File: src/sv/mocd_pkg.sv
// Shared types and constants of the magnet occupancy detector.
// Used by the axis lanes, the merge stage and the top level.
package mocd_pkg;

  localparam int AXIS_W   = 16;
  localparam int NUM_AXES = 3;
  localparam int COUNT_W  = 4;
  localparam int CFG_IDX_W = 2;
  localparam int CFG_DATA_W = 16;

  localparam logic [CFG_IDX_W-1:0] REG_STABLE_DELTA  = 2'd0;
  localparam logic [CFG_IDX_W-1:0] REG_PRESENT_DELTA = 2'd1;
  localparam logic [CFG_IDX_W-1:0] REG_STABLE_NEEDED = 2'd2;

  localparam logic [AXIS_W-1:0]  STABLE_DELTA_RST  = 16'd10;
  localparam logic [AXIS_W-1:0]  PRESENT_DELTA_RST = 16'd250;
  localparam logic [COUNT_W-1:0] STABLE_NEEDED_RST = 4'd5;

  typedef logic [AXIS_W-1:0] axis_t;

  typedef struct packed {
    logic stable;
    logic present;
  } lane_flags_t;

  typedef struct packed {
    logic calibrated;
    logic magnet_present;
    logic occupied;
  } result_t;

endpackage

File: src/sv/mocd_lane.sv
// One axis lane: absolute deviation of a sample from the baseline and
// its compares against the two thresholds. Depends on mocd_pkg.
module mocd_lane (
  input  logic signed [mocd_pkg::AXIS_W-1:0] sample,
  input  mocd_pkg::axis_t                    base,
  input  mocd_pkg::axis_t                    stable_delta,
  input  mocd_pkg::axis_t                    present_delta,
  output mocd_pkg::lane_flags_t              flags
);

  logic signed [mocd_pkg::AXIS_W:0] diff;
  logic [mocd_pkg::AXIS_W:0]        mag;
  mocd_pkg::axis_t                  dev;

  // The magnitude never exceeds 65535, so the top bit of mag is dropped.
  assign diff = $signed({base[mocd_pkg::AXIS_W-1], base}) -
                $signed({sample[mocd_pkg::AXIS_W-1], sample});
  assign mag  = diff[mocd_pkg::AXIS_W] ? -diff : diff;
  assign dev  = mag[mocd_pkg::AXIS_W-1:0];

  assign flags.stable  = dev < stable_delta;
  assign flags.present = dev > present_delta;

endmodule

File: src/sv/mocd_merge.sv
// Merge stage: combines the lane flags, holds the baseline, calibration
// and occupancy state, and forms the result word. Depends on mocd_pkg.
module mocd_merge (
  input  logic                                            clk,
  input  logic                                            rst,
  input  logic                                            accept,
  input  logic                                            button,
  input  mocd_pkg::axis_t [mocd_pkg::NUM_AXES-1:0]        sample,
  input  mocd_pkg::lane_flags_t [mocd_pkg::NUM_AXES-1:0]  flags,
  input  logic [mocd_pkg::COUNT_W-1:0]                    stable_needed,
  output mocd_pkg::axis_t [mocd_pkg::NUM_AXES-1:0]        base,
  output mocd_pkg::result_t                               result
);

  logic                                     base_valid;
  logic [mocd_pkg::COUNT_W-1:0]             stable_count;
  logic                                     is_calibrated;
  logic                                     last_present;
  logic                                     occupancy;

  mocd_pkg::axis_t [mocd_pkg::NUM_AXES-1:0] base_next;
  logic                                     base_valid_next;
  logic [mocd_pkg::COUNT_W-1:0]             stable_count_next;
  logic [mocd_pkg::COUNT_W-1:0]             count_inc;
  logic                                     is_calibrated_next;
  logic                                     last_present_next;
  logic                                     occupancy_next;
  logic                                     present;
  logic                                     all_stable;
  logic                                     any_present;

  always_comb begin
    all_stable  = 1'b1;
    any_present = 1'b0;
    for (int i = 0; i < mocd_pkg::NUM_AXES; i++) begin
      all_stable  = all_stable & flags[i].stable;
      any_present = any_present | flags[i].present;
    end
  end

  assign count_inc = stable_count + 1'b1;

  always_comb begin
    base_next          = base;
    base_valid_next    = base_valid;
    stable_count_next  = stable_count;
    is_calibrated_next = is_calibrated;
    last_present_next  = last_present;
    occupancy_next     = occupancy;
    present            = 1'b0;
    if (button) begin
      occupancy_next = ~occupancy;
      present        = last_present;
    end else if (is_calibrated) begin
      present           = any_present;
      last_present_next = any_present;
      if (any_present && !last_present) begin
        occupancy_next = ~occupancy;
      end
    end else if (!base_valid) begin
      base_next         = sample;
      base_valid_next   = 1'b1;
      stable_count_next = '0;
    end else if (all_stable) begin
      stable_count_next = count_inc;
      if (count_inc >= stable_needed) begin
        is_calibrated_next = 1'b1;
      end
    end else begin
      stable_count_next = '0;
      base_next         = sample;
    end
  end

  always_ff @(posedge clk) begin
    if (rst) begin
      base          <= '0;
      base_valid    <= 1'b0;
      stable_count  <= '0;
      is_calibrated <= 1'b0;
      last_present  <= 1'b0;
      occupancy     <= 1'b0;
    end else if (accept) begin
      base          <= base_next;
      base_valid    <= base_valid_next;
      stable_count  <= stable_count_next;
      is_calibrated <= is_calibrated_next;
      last_present  <= last_present_next;
      occupancy     <= occupancy_next;
    end
  end

  assign result.occupied       = occupancy_next;
  assign result.magnet_present = present;
  assign result.calibrated     = is_calibrated_next;

endmodule

File: src/sv/magnet_occupancy_detector_core.sv
// Top level of the magnet occupancy detector: stream ports, configuration
// registers, three axis lanes, the merge stage and the output register.
// Depends on mocd_pkg, mocd_lane and mocd_merge.
//
// The block takes one word per clock cycle while its output is not stalled
// and returns one result word for each, in the cycle after it is accepted.
// The three axis lanes compute their deviations side by side, and the merge
// stage updates the baseline and occupancy state in the same cycle, so that
// state loop sets the rate. A result word waits in the output register while
// the next input word is accepted in the same cycle it is taken downstream.
module magnet_occupancy_detector_core (
  input  logic                               clk,
  input  logic                               rst,
  input  logic                               s_axis_tvalid,
  output logic                               s_axis_tready,
  input  logic [47:0]                        s_axis_tdata,  // axis_x, axis_y, axis_z
  input  logic                               s_axis_tuser,  // opcode
  output logic                               m_axis_tvalid,
  input  logic                               m_axis_tready,
  output logic [7:0]                         m_axis_tdata,  // occupied, magnet_present,
                                                            // calibrated, zero pad
  input  logic                               cfg_we,
  input  logic [mocd_pkg::CFG_IDX_W-1:0]     cfg_index,
  input  logic [mocd_pkg::CFG_DATA_W-1:0]    cfg_wdata
);

  logic                                           accept;
  mocd_pkg::axis_t                                stable_delta;
  mocd_pkg::axis_t                                present_delta;
  logic [mocd_pkg::COUNT_W-1:0]                   stable_needed;
  mocd_pkg::axis_t [mocd_pkg::NUM_AXES-1:0]       sample;
  mocd_pkg::axis_t [mocd_pkg::NUM_AXES-1:0]       base;
  mocd_pkg::lane_flags_t [mocd_pkg::NUM_AXES-1:0] flags;
  mocd_pkg::result_t                              result;
  mocd_pkg::result_t                              out_result;
  logic                                           out_valid;

  assign s_axis_tready = !out_valid || m_axis_tready;
  assign accept        = s_axis_tvalid && s_axis_tready;
  assign sample        = s_axis_tdata;

  always_ff @(posedge clk) begin
    if (rst) begin
      stable_delta  <= mocd_pkg::STABLE_DELTA_RST;
      present_delta <= mocd_pkg::PRESENT_DELTA_RST;
      stable_needed <= mocd_pkg::STABLE_NEEDED_RST;
    end else if (cfg_we) begin
      unique case (cfg_index)
        mocd_pkg::REG_STABLE_DELTA: begin
          stable_delta <= cfg_wdata;
        end
        mocd_pkg::REG_PRESENT_DELTA: begin
          present_delta <= cfg_wdata;
        end
        mocd_pkg::REG_STABLE_NEEDED: begin
          stable_needed <= cfg_wdata[mocd_pkg::COUNT_W-1:0];
        end
        default: begin
        end
      endcase
    end
  end

  for (genvar i = 0; i < mocd_pkg::NUM_AXES; i++) begin : g_lane
    mocd_lane u_lane (
      .sample        ($signed(sample[i])),
      .base          (base[i]),
      .stable_delta  (stable_delta),
      .present_delta (present_delta),
      .flags         (flags[i])
    );
  end

  mocd_merge u_merge (
    .clk           (clk),
    .rst           (rst),
    .accept        (accept),
    .button        (s_axis_tuser),
    .sample        (sample),
    .flags         (flags),
    .stable_needed (stable_needed),
    .base          (base),
    .result        (result)
  );

  always_ff @(posedge clk) begin
    if (rst) begin
      out_valid <= 1'b0;
    end else if (accept) begin
      out_valid <= 1'b1;
    end else if (m_axis_tready) begin
      out_valid <= 1'b0;
    end
  end

  always_ff @(posedge clk) begin
    if (accept) begin
      out_result <= result;
    end
  end

  assign m_axis_tvalid = out_valid;
  assign m_axis_tdata  = {5'b0, out_result};

endmodule

File: config.mk
export PLATFORM = sky130hd
export DESIGN_NAME = magnet_occupancy_detector_core
export DESIGN_NICKNAME = d
export VERILOG_FILES = /design/src/sv/mocd_pkg.sv /design/src/sv/mocd_lane.sv /design/src/sv/mocd_merge.sv /design/src/sv/magnet_occupancy_detector_core.sv
export SDC_FILE = /design/constraint.sdc
export NUM_CORES = 1
export LEC_CHECK = 0
export BUFFER_PORTS_ARGS = -buffer_cell sky130_fd_sc_hd__buf_2
export CAP_MARGIN = 40
export CELL_PAD_IN_SITES_DETAIL_PLACEMENT = 1
export CELL_PAD_IN_SITES_GLOBAL_PLACEMENT = 2
export CORE_UTILIZATION = 37
export CTS_BUF_LIST = sky130_fd_sc_hd__clkbuf_4
export CTS_CLUSTER_DIAMETER = 30
export CTS_CLUSTER_SIZE = 24
export DETAILED_ROUTE_END_ITERATION = 10
export PLACE_DENSITY = 0.85
export SLEW_MARGIN = 30
export SYNTH_ARGS = -nofsm -noshare
export SYNTH_HDL_FRONTEND = slang
export SYNTH_SLANG_ARGS = --single-unit
File: constraint.sdc
create_clock -name clk -period 5.85 [get_ports clk]
set_input_delay 0.2925 -clock clk [delete_from_list [all_inputs] [get_ports clk]]
set_output_delay 0.2925 -clock clk [all_outputs]
set_load 0.005 [all_outputs]
==> results of run 1 <==
## tightest hold or removal path: stages
cell and delay, ns:
buf_2 0.11, nand2_1 0.06, a21oi_1 0.06
## repair_timing
| action | in CTS | in global routing |
|---|---|---|
| buffers inserted | 0 | 2 |
| endpoints found under the setup margin | 0 | 50 |
| hold buffers | 58 | 0 |
| endpoints found under the hold margin | 71 | 0 |
| gates resized for setup | 0 | 2 |
## cells by family after synthesis
kind of cell | after synthesis
simple gates | 377
flops | 96
xor+xnor | 71
buf+inv | 139
fa+ha+maj | 152
mux | 4
compound gates | 325
other cells | 1
## worst paths after layout
path | startpoint | to | slack, ns
worst min-delay path | s_axis_tdata[6] | u_merge.base[6]$_SDFFE_PP0P_ | 0.03
worst max register to register | u_merge.base[32]$_SDFFE_PP0P_ | u_merge.stable_count[2]$_SDFFE_PP0P_ | 0.47
worst max-delay path | s_axis_tdata[32] | u_merge.stable_count[2]$_SDFFE_PP0P_ | 0.42
worst min register to register | stable_delta[5]$_SDFFE_PP0P_ | stable_delta[5]$_SDFFE_PP0P_ | 0.47
## per-stage QoR
step | cell area [um^2] | hold slack [ns] | setup WS, ns
3_3_place_gp | 9674 | 0.4432 | 0.3729
2_1_floorplan | 8962 | 0.4103 | 0.9230
3_5_place_dp | 9698 | 0.4470 | 0.2943
4_1_cts | 10420 | 0.002470 | 0.2998
6_report | 10460 | 0.02502 | 0.4213
5_1_grt | 10460 | 0.001631 | 0.07909
## power by group through the flow
stage	Clock [mW]	Combinational, mW	Sequential, mW
floorplan	0	0.736	0.710
global placement	0	0.965	0.713
detailed placement	0	1.01	0.714
CTS	0.426	1.05	0.701
global route	0.450	1.18	0.704
finish	0.405	1.04	0.700
## routing by layer
layer	global-route usage	vias up	part of all wire
li1	-	4317	-
met1	0.2669	4013	0.48
met2	0.3847	112	0.48
met3	0.03331	25	0.025
met4	0.04716	0	0.014
met5	0	-	0
## layout by cell type, fill, tap and decap left out, drive strengths merged, types with 4 or more instances in the layout
cell	netlist	layout
or3	4	4
o21ai	48	48
or2	9	9
xor2	25	25
buf	12	88
nor2b	16	16
o31ai	12	12
nand3	12	12
nand4	16	16
o31a	4	4
o22ai	4	4
clkbuf	23	9
a211oi	9	9
o2111ai	4	4
a21oi	138	138
a211o	11	11
inv	104	109
a21o	34	34
nor3	23	23
o211ai	6	6
nand2b	15	15
conb	1	5
dfxtp	93	93
and2	4	4
a21boi	5	5
xnor2	46	46
nand2	190	190
dlygate4sd3	0	58
and4	5	5
ha	149	149
nor2	67	67
a31oi	5	5
o21a	24	24
## layout make-up
| class | count | share of cell area |
|---|---|---|
| diodes | 3 | 0.0007178 |
| clock buffers | 9 | 0.006460 |
| clock inverters | 7 | 0.007298 |
| repair buffers | 146 | 0.1037 |
| multi-input cells | 934 | 0.6197 |
| inverters | 104 | 0.03732 |
| well taps | 319 | 0.03816 |
| flip-flops and latches | 96 | 0.1866 |
## sequential cells by signal (all words and copies together), names as in the netlist
name                   count
u_merge.last_present       1
present_delta             16
u_merge.base              48
u_merge.occupancy          1
u_merge.stable_count       4
m_axis_tdata               3
u_merge.is_calibrated      1
u_merge.base_valid         1
stable_delta              16
stable_needed              4
m_axis_tvalid              1
==> flow_summary_export.csv, run 1 <==
group,metric,value,unit
worst_setup_path,end_kind,"register",
clocking,cts_tree,"built",
final_layout,layout-drive-gt1-share,0.1003,
global_route,grt_antenna_before_repair,1,
die,fp-row-count,56,
clocking,clk_path_buf_depth,2,
yosys,synth_mux_area_frac,0.006013,
global_route,grt_usage,0.2143,
sta,worst_slew_pin_slew,0.7669,ns
placement,port-buffer-count,76,
die,die_x,157.5,um
worst_setup_path,path_buf_inv,4,
yosys,synthTopCellsByCount,"190 x nand2_1, 149 x ha_1, 137 x a21oi_1",
worst_setup_path,critPathMaxStageDelay,0.53,ns
yosys,yosys.area.top_type_share,0.2084,
worst_setup_path,worstSetupPathDepth,25,
worst_setup_path,cp.required,6.34,ns
clocking,h-tree-depth,3,
yosys,syn_area,8947,um^2
clocking,clkSlewWorstSetupHoldPaths,0.20,ns
final_layout,multi_input_area,6481,um^2
worst_setup_path,reg2regPathDepth,24,
final_layout,final_net_count,1515,
pwr,p_leak,4.621,nW
worst_setup_path,cp_slowest_cell,"dlygate4sd3_1",
route,dr_total_vias,8467,
pwr,p_int,1.246,mW
pwr,share_comb_of_total_power,0.486,
yosys,synth_edf_count,3,
pwr,vdd_drop_max,0.0001023,V
placement,post-dp-hpwl,19960,um
sta,rsz0062_at_grt,"false",
yosys,synth-simple-area-share,0.1954,
yosys,synth_top_family_by_area,"compound AO/OA/AOI/OAI gates",
sta,report.final.slew_viol_count,0,
pwr,switching_share,0.4202,
clocking,clk_latency,0.54,ns
placement,post-place-cells,1539,
worst_setup_path,cp_data_arrival_time,5.91,ns
sta,maxSlewHeadroom,0.4887,
pwr,power_density,205.4,nW/um^2
route,wire_per_inst,15.88,um
pwr,power,2.149,mW
worst_setup_path,start_kind,"input port",
route,ant_nets,0,
die,core-area,23610,um^2
final_layout,final_cells,1618,
yosys,synthArstFlopShare,0,
pwr,power.switching,0.9029,mW
route,dr.pass1.iters,5,
worst_hold_path,hp-class,"in -> reg",
final_layout,fillers,2973,
die,fp.dieH,157.5,um
global_route,grt_max_degree,94,
yosys,synthAdderAreaFrac,0.2151,
global_route,grt_pass1_wl,42080,um
die,dieArea,24810,um^2
pwr,clock_power_share,0.188,
yosys,yosysSeqAreaShare,0.2182,
flow_run,max-cap-violations,0,
yosys,synth-compound-area-share,0.2341,
worst_setup_path,critPathMaxFanout,11,
sta,finClkSkew,0.02234,ns
worst_setup_path,critPathTopFamily,"compound AO/OA/AOI/OAI gates",
yosys,synth_area_per_cell,7.680,um^2
sta,timing.fmax,184.2,MHz
sta,setup_viol,0,
route,wirelength,25690,um
global_route,grt_pass1_vias,8615,
yosys,ys_warn_count,0,
yosys,synth_xor_area_frac,0.06950,
final_layout,area_growth,16.89,%
yosys,yosys.cell_count.top_type,"nand2_1",
final_layout,seq_area,1952,um^2
worst_setup_path,crit_type,"in -> reg",
sta,hold_viol,0,
yosys,synth_cells,1165,
route,initialDrtViolationCount,287,
yosys,ys_seq_elements,96,
route,avgViaCountPerCell,5.233,
pwr,p_seq_frac,0.326,
route,drc,0,
yosys,yosysUniqueCellTypes,75,
clocking,numCtsBuffers,9,
yosys,synth-main-ff-cell,"dfxtp_1",
status,outcome,"finished, final reports clean",
die,io_pins,82,
final_layout,finish.utilization,0.4429,
worst_hold_path,holdPathStages,3,
yosys,yosys-top-cells-area,"ha_1 21%, dfxtp_1 21%, nand2_1 8.0%",
clocking,clkSinkCount,96,
sta,setup_tns,0,ns
sta,layout_min_cycle_time,5.429,ns
clocking,clockRootBuffer,"clkbuf_4",
global_route,overflow,0,
sta,fin_crit_sh,0.9280,
yosys,yosysTopAreaCell,"ha_1",
die,initial_utilization,0.3789,
placement,gp_congestion,0.8599,
Note: power is estimated with default switching activity, not from simulation.
==> run 2: changes to the inputs <==
==> constraint.sdc (replaced) <==
create_clock -name clk -period 5.85 [get_ports clk]
set_input_delay 0.8775 -clock clk [delete_from_list [all_inputs] [get_ports clk]]
set_output_delay 0.8775 -clock clk [all_outputs]
set_load 0.005 [all_outputs]
==> flow_summary_export.csv, run 2 (synthesis results as in run 1) <==
group,metric,value,unit
status,outcome,"finished, final reports clean",
clocking,clk_latency,0.53,ns
worst_hold_path,hp-class,"reg -> reg",
pwr,p_seq_frac,0.329,
die,io_pins,82,
sta,fin_crit_sh,0.9296,
sta,layout_min_cycle_time,5.438,ns
die,die_x,157.5,um
placement,pre_cts_ws,-0.1073,ns
sta,report.final.slew_viol_count,0,
clocking,ctsResizeCount,0,
pwr,p_int,1.228,mW
placement,gp_congestion,0.8327,
clocking,clockRootBuffer,"clkbuf_4",
sta,finClkSkew,0.02782,ns
pwr,share_comb_of_total_power,0.480,
pwr,power.switching,0.9030,mW
sta,setup_ws,0.4121,ns
worst_setup_path,cp_data_arrival_time,5.90,ns
final_layout,final_area,9981,um^2
worst_setup_path,crit_type,"in -> reg",
die,initial_utilization,0.3789,
global_route,grt_antenna_before_repair,1,
route,ant_nets,0,
final_layout,final_net_count,1471,
pwr,switching_share,0.4237,
clocking,clk_path_buf_depth,2,
final_layout,top_register,"u_merge.base",
pwr,p_leak,4.449,nW
route,initialDrtViolationCount,332,
sta,rsz0062_at_grt,"false",
final_layout,layout-drive-gt1-share,0.1134,
die,core-area,23610,um^2
sta,worst_slew_pin_slew,0.8025,ns
worst_setup_path,cp.required,6.32,ns
flow_run,max-cap-violations,0,
sta,timing.fmax,183.9,MHz
route,dr.pass1.iters,5,
clocking,post-cts-setup-buffers,0,
sta,hold_viol,0,
final_layout,area_growth,11.55,%
clocking,cts_hold_buf,0,
placement,post-dp-hpwl,20510,um
die,fp-row-count,56,
global_route,overflow,0,
final_layout,reg.largest.list,"u_merge.base (48), present_delta (16), stable_delta (16)",
route,avgViaCountPerCell,5.226,
final_layout,layout_commonest_cell,"nand2_1",
global_route,grt_max_degree,54,
pwr,power_density,213.5,nW/um^2
global_route,grt_usage,0.2137,
final_layout,largest_reg_flops,48,
placement,port-buffer-count,76,
route,wirelength,25360,um
route,wire_per_inst,16.13,um
sta,maxSlewHeadroom,0.4632,
sta,holdWs,0.4656,ns
clocking,h-tree-depth,3,
global_route,grt_pass1_wl,41590,um
die,dieArea,24810,um^2
route,dr_total_vias,8215,
pwr,clock_power_share,0.191,
die,fp.dieH,157.5,um
placement,postPlaceCellArea,9836,um^2
clocking,clkSinkCount,96,
global_route,grt_pass1_vias,8350,
worst_setup_path,end_kind,"register",
worst_setup_path,critPathMaxFanout,4,
clocking,clkSlewWorstSetupHoldPaths,0.19,ns
final_layout,final_cell_mix,"190 x nand2_1, 149 x ha_1, 137 x a21oi_1",
clocking,cts_tree,"built",
route,drc,0,
sta,setup_viol,0,
pwr,vdd_drop_max,0.0001106,V
clocking,numCtsBuffers,9,
worst_setup_path,start_kind,"input port",
## run 2: final timing paths
check,from,endpoint,slack [ns],cells after the start
setup reg to reg,u_merge.base[32]$_SDFFE_PP0P_,u_merge.occupancy$_SDFFE_PP0P_,0.49,22
hold / removal,u_merge.base[16]$_SDFFE_PP0P_,u_merge.base[16]$_SDFFE_PP0P_,0.47,2
hold reg to reg,u_merge.base[16]$_SDFFE_PP0P_,u_merge.base[16]$_SDFFE_PP0P_,0.47,2
setup / recovery,s_axis_tdata[32],u_merge.occupancy$_SDFFE_PP0P_,0.41,22
## run 2: worst max-delay path, stage by stage
cell and delay (ns):
buf_2 0.11, ha_1 0.21, fa_1 0.40, nand2b_1 0.18
a211o_1 0.32, a21boi_2 0.20, a21oi_1 0.08, o22ai_1 0.23
o21ai_1 0.13, nand4bb_1 0.24, o41ai_2 0.37, mux2_1 0.35
a31o_1 0.22, ha_1 0.31, nand4_1 0.11, or2_2 0.34
a21oi_1 0.12, o22ai_1 0.12, o211ai_1 0.28, a31oi_1 0.22
or3_1 0.34, a21oi_1 0.15
## run 2: stage by stage
| step | setup TNS (ns) | cells | util | power, mW |
|---|---|---|---|---|
| after floorplan | 0 | 1169 | - | 1.447 |
| after global routing | 0 | 1572 | 0.4227 | 2.320 |
| after global placement | -0.009091 | 1552 | 0.4150 | 1.696 |
| after CTS | 0 | 1571 | 0.4226 | 2.155 |
| after detailed placement | -1.625 | 1555 | 0.4165 | 1.734 |
| final | 0 | 1572 | 0.4227 | 2.131 |
## run 2: area by class of cell
class	instances	area, um^2
tap	319	399.1
clock buffer	9	67.56
fill	2992	13630
multi-input combinational	934	6467
clock inverter	7	75.07
timing repair buffer	102	626.9
inverter	104	390.4
sequential	96	1952
antenna	1	2.502
## run 2: routing by layer
metal,vias up,share of wire,GRT usage
met5,-,0,0
met4,0,0.013,0.05455
met3,17,0.023,0.01872
met2,94,0.47,0.3723
met1,3885,0.49,0.2811
li1,4219,-,-
## run 2: power groups by stage
stage | clock, mW | sequential (mW) | combinational [mW]
5_1_grt | 0.450 | 0.704 | 1.16
2_1_floorplan | 0 | 0.710 | 0.736
3_3_place_gp | 0 | 0.713 | 0.983
6_report | 0.407 | 0.700 | 1.02
4_1_cts | 0.426 | 0.701 | 1.03
3_5_place_dp | 0 | 0.714 | 1.02
